===== src/rtl/nsts_pkg.sv =====
// Shared types and constants for the named slot table store.
// Depends on nothing; every other file in rtl/ refers to it by scoped names.
`default_nettype none

package nsts_pkg;

	// table geometry
	localparam int SLOTS         = 32;
	localparam int SLOT_W        = 5;
	localparam int NAME_MAX      = 31;   // bytes kept per name
	localparam int NAME_LEN_W    = 5;
	localparam int NAME_IDX_W    = 5;
	localparam int CONTENT_MAX   = 255;  // bytes kept per content
	localparam int CLEN_W        = 8;
	localparam int OFF_W         = 8;
	localparam int CONT_ADDR_W   = SLOT_W + OFF_W;
	localparam int COUNT_W       = 6;
	localparam int BYTE_W        = 8;

	// stream packing
	localparam int OP_W          = 3;
	localparam int DATA_W        = 24;
	localparam int IN_FIELDS_W   = BYTE_W + SLOT_W + OFF_W;
	localparam int RES_W         = 2 + SLOT_W + COUNT_W + BYTE_W;

	localparam logic [SLOT_W-1:0]     LAST_SLOT   = SLOT_W'(SLOTS - 1);
	localparam logic [NAME_LEN_W-1:0] KEY_FULL    = NAME_LEN_W'(NAME_MAX);
	localparam logic [CLEN_W-1:0]     CONTENT_TOP = CLEN_W'(CONTENT_MAX);

	typedef enum logic [OP_W-1:0] {
		OP_NAME_BYTE    = 3'd0,
		OP_CREATE       = 3'd1,
		OP_CONTENT_BYTE = 3'd2,
		OP_LOOKUP       = 3'd3,
		OP_REMOVE       = 3'd4,
		OP_COUNT        = 3'd5,
		OP_READ_NAME    = 3'd6,
		OP_READ_CONTENT = 3'd7
	} op_t;

	typedef enum logic [1:0] {
		ST_OK        = 2'd0,
		ST_NOT_FOUND = 2'd1,
		ST_FULL      = 2'd2
	} status_t;

	typedef enum logic [2:0] {
		S_IDLE,
		S_FREE,
		S_MATCH,
		S_COUNT,
		S_RD_ADDR,
		S_RD_DATA,
		S_RESP
	} state_t;

	typedef logic [NAME_MAX-1:0][BYTE_W-1:0] name_bytes_t;

	typedef struct packed {
		logic [NAME_LEN_W-1:0] len;
		name_bytes_t           bytes;
	} name_row_t;

	// result item; status sits in the lowest bits
	typedef struct packed {
		logic [BYTE_W-1:0]  read_byte;
		logic [COUNT_W-1:0] used_count;
		logic [SLOT_W-1:0]  slot_found;
		status_t            status;
	} result_t;

	typedef struct packed {
		logic                   name_we;
		logic [SLOT_W-1:0]      name_waddr;
		name_row_t              name_wdata;
		logic                   clen_we;
		logic [SLOT_W-1:0]      clen_waddr;
		logic [CLEN_W-1:0]      clen_wdata;
		logic                   cont_we;
		logic [CONT_ADDR_W-1:0] cont_waddr;
		logic [BYTE_W-1:0]      cont_wdata;
		logic [SLOT_W-1:0]      rd_slot;
		logic [OFF_W-1:0]       rd_off;
	} store_req_t;

	typedef struct packed {
		name_row_t          name_row;
		logic [CLEN_W-1:0]  clen;
		logic [BYTE_W-1:0]  cont_byte;
	} store_rsp_t;

endpackage

`default_nettype wire


===== src/rtl/nsts_cmp.sv =====
// Name compare unit: one stored name row against the key buffer per use.
// Length must agree and every byte below the key length must match; uses nsts_pkg.
`default_nettype none

module nsts_cmp (
	input  wire nsts_pkg::name_row_t                row,
	input  wire nsts_pkg::name_bytes_t              key,
	input  wire logic [nsts_pkg::NAME_LEN_W-1:0]    key_len,
	output logic                                    eq
);

	always_comb begin
		eq = (row.len == key_len);
		for (int i = 0; i < nsts_pkg::NAME_MAX; i++) begin
			if ((nsts_pkg::NAME_LEN_W'(i) < key_len) && (row.bytes[i] != key[i])) begin
				eq = 1'b0;
			end
		end
	end

endmodule

`default_nettype wire


===== config.mk =====
export PLATFORM = sky130hd
export DESIGN_NAME = nsts_cmp
export DESIGN_NICKNAME = d
export VERILOG_FILES = /design/src/rtl/nsts_pkg.sv /design/src/rtl/nsts_cmp.sv
export SDC_FILE = /design/constraint.sdc
export NUM_CORES = 1
export LEC_CHECK = 0
export ABC_AREA = 1
export BUFFER_PORTS_ARGS = -buffer_cell sky130_fd_sc_hd__buf_4
export CAP_MARGIN = 5
export CORE_AREA = 2 2 197 199
export DETAILED_ROUTE_END_ITERATION = 7
export DIE_AREA = 0 0 199 201
export GPL_TIMING_DRIVEN = 1
export SLEW_MARGIN = 40
export SYNTH_ARGS = -nofsm -noshare
export SYNTH_HDL_FRONTEND = slang
export SYNTH_SLANG_ARGS = --single-unit

===== constraint.sdc =====
create_clock -name vclk -period 1.3
set_input_delay 0.065 -clock vclk [all_inputs]
set_output_delay 0.065 -clock vclk [all_outputs]
set_load 0.02 [all_outputs]

; ---- Word-level counts from Yosys, hierarchy flattened
; Index checks and enable logic that the tools add are counted.
[totals]
latch_bits = 0
wordCells = 125
mem_bits_ro = 0
register_bits = 0
n_memories = 0
ram_bits = 0
[classes]
eq_ne = 32
shifts = 0
n_mux = 31
add_sub_neg = 0
bitwise = 0
n_div = 0
order_cmp = 31
reduce_logical = 31
n_mul = 0
[ops]
columns = cell, count
row1 = $ne 8x8->1, 31
row2 = $lt 5x5->1 const A, 15
row3 = $lt 4x5->1 const A, 8
row4 = $logic_and 1x1->1, 31
row5 = $mux 1, 31
row6 = $lt 3x5->1 const A, 4
row7 = $lt 1x5->1 const A, 2
row8 = $lt 2x5->1 const A, 2
row9 = $eq 5x5->1, 1

; ---- Logic depth before layout (Yosys ltp)
; Gate-level depths: netlist of the first run.
[logic_depth]
depth_word = 33
ltp_mapped = 13
ltp_nobuf = 13

; ---- Worst setup path after synthesis of the first run
; Ideal clock, no wire load.
[synth_path]
kind = input -> output
from = input key_len[4] (netlist name)
to = output eq
path_buffers = 1
path_stages = 10
arrival_time_ps = 1074
setup_slack_ps = 161
path_cell_list = buf_6 > nor2_1 > o21bai_1 > nand2_1 > nand2_1 > nor2_1 > nand2_1 > nor2_1 > nand2_1 > nor2_2
[synth_between]
elab_chain_cells = 33
[synth_lines]
columns = item, line
row1 = from (decl), nsts_cmp.sv:8  ; input wire logic [nsts_pkg::NAME_LEN_W-1:0] key_len,
row2 = $lt 1x5->1, nsts_cmp.sv:15  ; if ((nsts_pkg::NAME_LEN_W'(i) < key_len) && (row.bytes[i] != key[i])) begin
row3 = $logic_and 1x1->1, nsts_cmp.sv:15
row4 = $mux 1 (30 in series), nsts_cmp.sv:15
row5 = $mux 1 *, nsts_cmp.sv:15
row6 = to (decl), nsts_cmp.sv:9  ; output logic eq
; Every way passes the cells marked *; elsewhere a longest branch is shown, timed or not.

; ---- Final worst setup path of the first run
[layout_path]
from = input row[105] (netlist name)
to = output eq
[layout_between]
elab_chain_cells = 20
[layout_lines]
columns = item, line
row1 = from (decl), nsts_cmp.sv:6  ; input wire nsts_pkg::name_row_t row,
row2 = $ne 8x8->1, nsts_cmp.sv:15
row3 = $logic_and 1x1->1, nsts_cmp.sv:15
row4 = $mux 1 (18 in series), nsts_cmp.sv:15
; Every way passes these cells.

==> results of run 1 <==
[Yosys cell counts]
cell type  count  area [µm²]
nand2_1      265       994.7
xnor2_1      213        1866
nor2_1        81       304.0
inv_1         65       244.0
xor2_1        12       105.1
nand4_1        8       50.05
o21ai_0        7       35.03
a21oi_1        6       30.03
buf_6          2       22.52
nand3_1        2       10.01
nor3_1         2       10.01
o21ai_1        2       10.01
a31oi_1        1       6.260
buf_2          1       5.000
clkbuf_2       1       5.000
clkinv_1       1       3.750
clkinv_2       1       5.000
inv_2          1       3.750
nand2_4        1       11.26
nand3_2        1       10.01
nor2_2         1       6.260
nor2_4         1       11.26
nor3_2         1       10.01
o211ai_1       1       7.510
o21bai_1       1       7.510
o2bb2ai_1      1       8.760
[logic make-up after synthesis]
| kind of cell | count (synthesis) | share of synthesized area (%) |
|---|---|---|
| AND/OR/NAND/NOR | 363 | 37.48 |
| XOR/XNOR | 225 | 52.10 |
| buffers and inverters | 72 | 7.641 |
| AO/OA/AOI/OAI | 19 | 2.779 |
[layer usage]
metal | share of wire (%) | track usage, %
met4 | 0.98 | 1.013
met1 | 36 | 9.554
met3 | 7.6 | 1.243
met5 | 0.12 | 0
met2 | 56 | 20.24
[area by class of cell]
class              instances  share of cell area, %
well taps                518                  7.581
multi-input cells        607                  42.48
repair buffers           529                  46.85
inverters                 68                  3.000
diodes                     3                0.08781
[report_power, final]
part,switching [mW],internal (mW),total (mW)
clock,0,0.000000309,0.000000309
sequential,0,0,0
combinational,0.927,1.65,2.58
[critical path: stages]
cell,delay [ps]
buf_4,130
xnor2_1,130
nand2_1,70
nor2_1,100
buf_4,120
nand2_1,100
nand2_1,80
nand2_1,50
nor2_2,140
nand4_1,150
nor2_4,160
buf_6,130
[worst paths after layout]
kind  to
min   eq
max   eq
[stage by stage]
| stage | instances | setup TNS [ps] |
|---|---|---|
| global placement | 1723 | -355.2 |
| CTS | 1722 | -219.4 |
| floorplan | 679 | 0 |
| global route | 1725 | -353.8 |
| finish | 1725 | -195.2 |
| detailed placement | 1723 | -367.2 |
[cell usage in the layout (no fill, tap or decap), drive strengths merged]
master   synthesis  layout
buf              3     529
o2bb2ai          1       1
a21oi            6       6
xnor2          213     213
nand3            3       3
diode            0       3
clkinv           2       2
nand4            8       8
o21ai            9       9
nor2            83      83
inv             66      66
nor3             3       3
o21bai           1       1
xor2            12      12
a31oi            1       1
o211ai           1       1
nand2          266     266
[what timing repair did]
action	in CTS	in global routing
pin swaps	22	12
setup endpoints to repair	1	1
gates resized for setup	29	11
==> summary.md, run 1 <==
| Metric | Value |
|---|---|
| Final worst path period share | `115.0%` |
| GRT Util Overall | `9.425%` |
| Hold Violations, Final | `0` |
| First-pass GRT wire length | `28.69 mm` |
| Leak pwr | `4.235 nW` |
| Status | `complete, but fails checks` |
| Total power | `2.580 mW` |
| Die Wd | `199 µm` |
| Pins Over Slew Limit | `0` |
| # IOs | `507` |
| Fin area | `0.008549 mm²` |
| Pre-CTS worst setup slack | `-367.2 ps` |
| Vias in the first global route | `5732` |
| Largest net degree at the start of global routing | `9` |
| Pwr dens | `301.8 mW/mm²` |
| Remaining DRCs | `0` |
| # fillers | `4284` |
| GPL Wtd Cong | `0.8392` |
| CLK BUF | `0` |
| Grt total ovfl | `0` |
| Multi-input gate area | `0.003632 mm²` |
| YS warnings | `0` |
| Starting Density | `9.926%` |
| Placed Area | `0.008377 mm²` |
| Row count | `72` |
| Routed WL per cell | `12.26 µm` |
| Crit path time final | `1495 ps` |
| Synth cell types | `26` |
| Final Setup Violations | `1` |
| Hold Path Depth | `9` |
| Worst Setup SP | `row[105]` |
| Core box area | `0.03811 mm²` |
| Worst setup SP type | `input port` |
| Final #Nets | `1712` |
| Initial DRC Count | `130` |
| Area growth syn-to-layout | `126.0%` |
| Number of max-cap violations | `0` |
| Fraction of layout cells with a size suffix above 1 | `46.76%` |
| Util after Layout | `22.44%` |
| Critical Path Sink Type | `output pin` |
| RSZ-0062 raised after global routing | `true` |
| Worst Hold Launch | `row[252]` |
| Dpl hpwl | `19.90 mm` |
| Antenna viol nets, final | `0` |
| Reg area | `0 µm²` |
| Worst hold slack | `786.9 ps` |
| Hold buffer count at CTS | `0` |
| Failing checks | `negative setup slack` |
| Post-Route WL | `21.15 mm` |
| Port bufs | `507` |
| Post-Syn Area per Cell | `5.571 µm²` |
| Post-DR vias/cell | `3.360` |
| Die area | `0.04000 mm²` |
| Drt pass-1 iters | `4` |
| # Post-CTS Setup Buffers | `0` |
| Crit path max fanout | `1` |
| Min-Delay Path Class | `input port to output pin` |
| Critical Path RT | `1240 ps` |
| Worst vdd ir | `0.0001041 V` |
| Initial antenna violation count | `5` |
| Die height | `201 µm` |
| Critical path type | `input port to output pin` |
| Mapped Area | `0.003782 mm²` |
| Fmax | `0.6688 GHz` |
| Syn Nets | `1185` |
| Slew @ Worst Pin | `312.1 ps` |
| Relative slew slack | `78.97%` |
| Detailed-route via count | `5796` |
| Seq Cell Count | `0` |
| Worst path arrival time | `1430 ps` |
| Register area share after synthesis | `0%` |
| Mapped Cells | `679` |
| Worst Setup Slack, final | `-195.2 ps` |
No activity file was read; power rests on OpenSTA's default activity.
==> run 2: changes to the inputs <==
- CORE_AREA: 2 2 197 199 -> 2 2 200 202
- DIE_AREA: 0 0 199 201 -> 0 0 202 204
- clock period: 1.3 -> 1.78 ns (I/O delays scaled with it)
==> summary.md, run 2 (synthesized netlist as in run 1, its figures left out) <==
| Metric | Value |
|---|---|
| Status | `finished, final reports clean` |
| Crit path depth | `14` |
| Most common cell after layout, fill and taps aside | `buf_4` |
| Critical Path RT | `1690 ps` |
| # fillers | `4375` |
| Relative slew slack | `74.91%` |
| Hold Violations, Final | `0` |
| Util after Layout | `21.29%` |
| Antenna viol nets, final | `0` |
| Initial DRC Count | `174` |
| Die area | `0.04121 mm²` |
| Slowest cell on the critical path | `nor2_4` |
| Fin area | `0.008343 mm²` |
| Crit path time final | `1608 ps` |
| Worst setup SP type | `input port` |
| Top layer in use | `met4` |
| Reg area | `0 µm²` |
| Die Wd | `202 µm` |
| Critical path type | `input port to output pin` |
| Multi-input gate area | `0.003586 mm²` |
| Final Setup Violations | `0` |
| Post-DR vias/cell | `3.330` |
| Fmax | `0.6217 GHz` |
| Row count | `73` |
| Pins Over Slew Limit | `0` |
| Placed Area | `0.008235 mm²` |
| Placed insts | `1710` |
| Pwr dens | `218.8 mW/mm²` |
| GPL Wtd Cong | `0.8656` |
| Initial antenna violation count | `0` |
| # IOs | `507` |
| Area growth syn-to-layout | `120.6%` |
| Leak pwr | `4.135 nW` |
| CP endpoint | `eq` |
| Crit path cell chain | `buf_4, xnor2_2, nand2_1, nor2_1, buf_4, nand2_4, nand2_2, nand2_2, nor2_4, nand2_1, nor2_1, nand2_1, nor2_4, buf_6` |
| Routed wl met2 | `11.60 mm` |
| Seq Cell Count | `0` |
| Final #Nets | `1693` |
| Starting Density | `9.653%` |
| Port bufs | `507` |
| Crit path max fanout | `1` |
| Metal-1 WL | `7.856 mm` |
| CP delay by family, top | `simple AND/OR/NAND/NOR gates` |
| Final worst path period share | `90.36%` |
| Vias in the first global route | `5650` |
| Most used cell, CP | `nand2_1` |
| Largest net degree at the start of global routing | `11` |
| Routed WL per cell | `12.28 µm` |
| Core box area | `0.03918 mm²` |
| Worst path arrival time | `1520 ps` |
| CLK BUF | `0` |
| Fraction of layout cells with a size suffix above 1 | `45.06%` |
| Drt pass-1 iters | `4` |
| Worst vdd ir | `0.00007050 V` |
| Number of max-cap violations | `0` |
| Slew @ Worst Pin | `372.3 ps` |
| Dpl hpwl | `19.93 mm` |
| Hold buffer count at CTS | `0` |
| Fin cells | `1710` |
| First-pass GRT wire length | `29.77 mm` |
| WP buf/inv | `3` |
| Post-Route WL | `21.00 mm` |
| Met3 wire length | `1.440 mm` |
| Min-Delay Path Class | `input port to output pin` |
| Slowest cell delay on critical path | `160 ps` |
| # Post-CTS Setup Buffers | `0` |
| Critical Path Sink Type | `output pin` |
| GRT Util Overall | `9.302%` |
| Worst Setup SP | `key[77]` |
| Leading cell types in the layout, fill and taps excluded | `buf_4 (506), nand2_1 (260), xnor2_1 (206)` |
| Antenna cells | `0` |
| Remaining DRCs | `0` |
| Grt total ovfl | `0` |
| Detailed-route via count | `5695` |
| Die height | `204 µm` |
==> run 2: cell types whose count changed in the layout (fill, tap and decap cells not counted), sizes merged <==
| cell | change |
|---|---|
| buf | -19 |
| diode | -3 |
==> run 2: report_power, final <==
part	switching (mW)	internal, mW
logic	0.652	1.17
registers	0	0
clock network	0	0
total	0.652	1.17
==> run 2: final cells by class <==
class / instances / share of cell area, %
Multi-Input combinational cell: 607 / 42.98
Tap cell: 525 / 7.873
Timing Repair Buffer: 510 / 46.07
Inverter: 68 / 3.074
==> run 2: stage by stage <==
step / TNS, ps / setup slack (ps) / hold slack (ps) / power [mW]
final: 0 / 171.5 / 856.6 / 1.825
after global routing: -3.891 / -3.891 / 921.7 / 2.013
after global placement: 0 / 38.46 / 889.7 / 1.795
after detailed placement: 0 / 18.94 / 879.5 / 1.818
after floorplan: 0 / 592.8 / 512.9 / 0.7170
after CTS: 0 / 40.84 / 903.4 / 1.826
==> run 2: what timing repair did <==
action / in CTS / in global routing
pin swaps: 0 / 9
gates resized for setup: 1 / 23
setup endpoints to repair: 1 / 1
==> run 2: how the worst min path moves through the flow <==
| stage | slack, ps | start | end | cells past startpoint |
|---|---|---|---|---|
| after floorplan | 510 | key_len[3] | eq | 5 |
| after global placement | 890 | key_len[2] | eq | 7 |
| after detailed placement | 880 | key_len[2] | eq | 7 |
| after CTS | 900 | key_len[2] | eq | 7 |
| after global routing | 920 | key_len[2] | eq | 7 |
| final | 860 | key_len[2] | eq | 7 |
==> run 2: routing by layer <==
layer  vias up  track usage, %
met5         -               0
met4         0          0.4202
met3         8           1.036
met2       283           19.05
met1      2380           10.66
li1       3024               -
==> run 3: changes to the inputs <==
- clock period: 1.78 -> 1.9 ns (I/O delays scaled with it)
==> summary.md, run 3 (synthesized netlist as in run 1, its figures left out) <==
| Metric | Value |
|---|---|
| Leak pwr | `4.069 nW` |
| Util after Layout | `21.00%` |
| Worst setup SP type | `input port` |
| Remaining DRCs | `0` |
| # IOs | `507` |
| Antenna cells | `0` |
| Critical path type | `input port to output pin` |
| Final worst path period share | `86.71%` |
| Critical Path RT | `1800 ps` |
| Dpl hpwl | `20.06 mm` |
| Largest net degree at the start of global routing | `11` |
| Hold Path Depth | `9` |
| Fin area | `0.008228 mm²` |
| Pins Over Slew Limit | `0` |
| First-pass GRT wire length | `30.07 mm` |
| Grt total ovfl | `0` |
| Die height | `204 µm` |
| Comb pwr share | `100.0%` |
| Critical Path Sink Type | `output pin` |
| Relative slew slack | `77.17%` |
| Pre-CTS worst setup slack | `182.0 ps` |
| Die area | `0.04121 mm²` |
| Internal | `1.084 mW` |
| Die Wd | `202 µm` |
| Min-Delay Path Class | `input port to output pin` |
| # Post-CTS Setup Buffers | `0` |
| Placed Area | `0.008228 mm²` |
| Fmax | `0.6070 GHz` |
| Port bufs | `507` |
| Number of max-cap violations | `0` |
| Initial antenna violation count | `0` |
| Reg area | `0 µm²` |
| Worst Setup Slack, final | `252.6 ps` |
| CLK BUF | `0` |
| Sw Share | `35.77%` |
| Switch Pwr | `0.6041 mW` |
| Crit path max fanout | `1` |
| Starting Density | `9.653%` |
| Vias in the first global route | `5763` |
| Initial DRC Count | `168` |
| Detailed-route via count | `5685` |
| Antenna viol nets, final | `0` |
| Crit path time final | `1647 ps` |
| Status | `finished, final reports clean` |
| Fraction of layout cells with a size suffix above 1 | `43.58%` |
| Row count | `73` |
| Hold Violations, Final | `0` |
| Area growth syn-to-layout | `117.5%` |
| GRT Util Overall | `9.380%` |
| Slew @ Worst Pin | `338.9 ps` |
| # fillers | `4359` |
| Clock network fraction of design power | `0%` |
| Sequential group share of total power | `0%` |
| RSZ-0062 raised after global routing | `false` |
| Post-DR vias/cell | `3.327` |
| Worst Hold Launch | `row[248]` |
| Final #Nets | `1692` |
| Final setup TNS | `0 ps` |
| Post-Route WL | `21.05 mm` |
| Hold Path Sink | `eq` |
| Final Setup Violations | `0` |
| Seq Cell Count | `0` |
| Worst vdd ir | `0.00007124 V` |
| Leading cell types in the layout, fill and taps excluded | `buf_4 (509), nand2_1 (265), xnor2_1 (213)` |
| Pwr dens | `205.2 mW/mm²` |
| Core box area | `0.03918 mm²` |
| Worst path arrival time | `1550 ps` |
| Hold buffer count at CTS | `0` |
| GPL Wtd Cong | `0.8620` |
| Routed WL per cell | `12.32 µm` |
| Post-cts sizing count | `0` |
| Drt pass-1 iters | `4` |
| Most common cell after layout, fill and taps aside | `buf_4` |
[run 3: layer usage]
| metal | vias to the layer above | GRT usage [%] | wire (µm) | share of wire, % |
|---|---|---|---|---|
| met1 | 2387 | 10.61 | 7984 | 38 |
| met4 | 0 | 0.2363 | 59 | 0.28 |
| li1 | 3023 | - | - | - |
| met2 | 271 | 19.54 | 11690 | 56 |
| met5 | - | 0 | 0 | 0 |
| met3 | 4 | 0.9566 | 1320 | 6.3 |
[run 3: final cells by class]
cell class         count  area [µm²]  area share (%)
repair buffers       509        3821           46.44
multi-input cells    607        3493           42.46
well taps            525       656.9           7.984
inverters             68       256.5           3.117
[run 3: worst max path at each step]
stage | startpoint | endpoint | slack, ps | cells after the start
global placement | key[77] | eq | 230 | 13
floorplan | key_len[4] | eq | 700 | 10
global route | key[76] | eq | 20 | 13
detailed placement | key[77] | eq | 180 | 13
CTS | key[77] | eq | 180 | 13
finish | key[77] | eq | 250 | 13
[run 3: power groups by stage]
stage                     clock, mW  sequential, mW  combinational (mW)
after global routing              0               0                1.86
final                             0               0                1.69
after floorplan                   0               0               0.672
after CTS                         0               0                1.71
after global placement            0               0                1.68
after detailed placement          0               0                1.70
[run 3: stage by stage]
step	cells	total power [mW]	hold slack, ps
floorplan	679	0.6717	524.9
global placement	1709	1.678	857.1
detailed placement	1709	1.704	848.3
CTS	1709	1.711	851.4
global route	1709	1.857	899.5
finish	1709	1.689	830.8
[run 3: worst max-delay path, stage by stage]
cell	delay, ps
buf_4	110
xnor2_1	140
nand2_1	80
nor2_1	230
nand2_1	170
nand2_1	90
nand2_1	40
nor2_1	100
nand2_1	70
nor2_1	100
nand2_1	70
nor2_2	90
buf_4	180
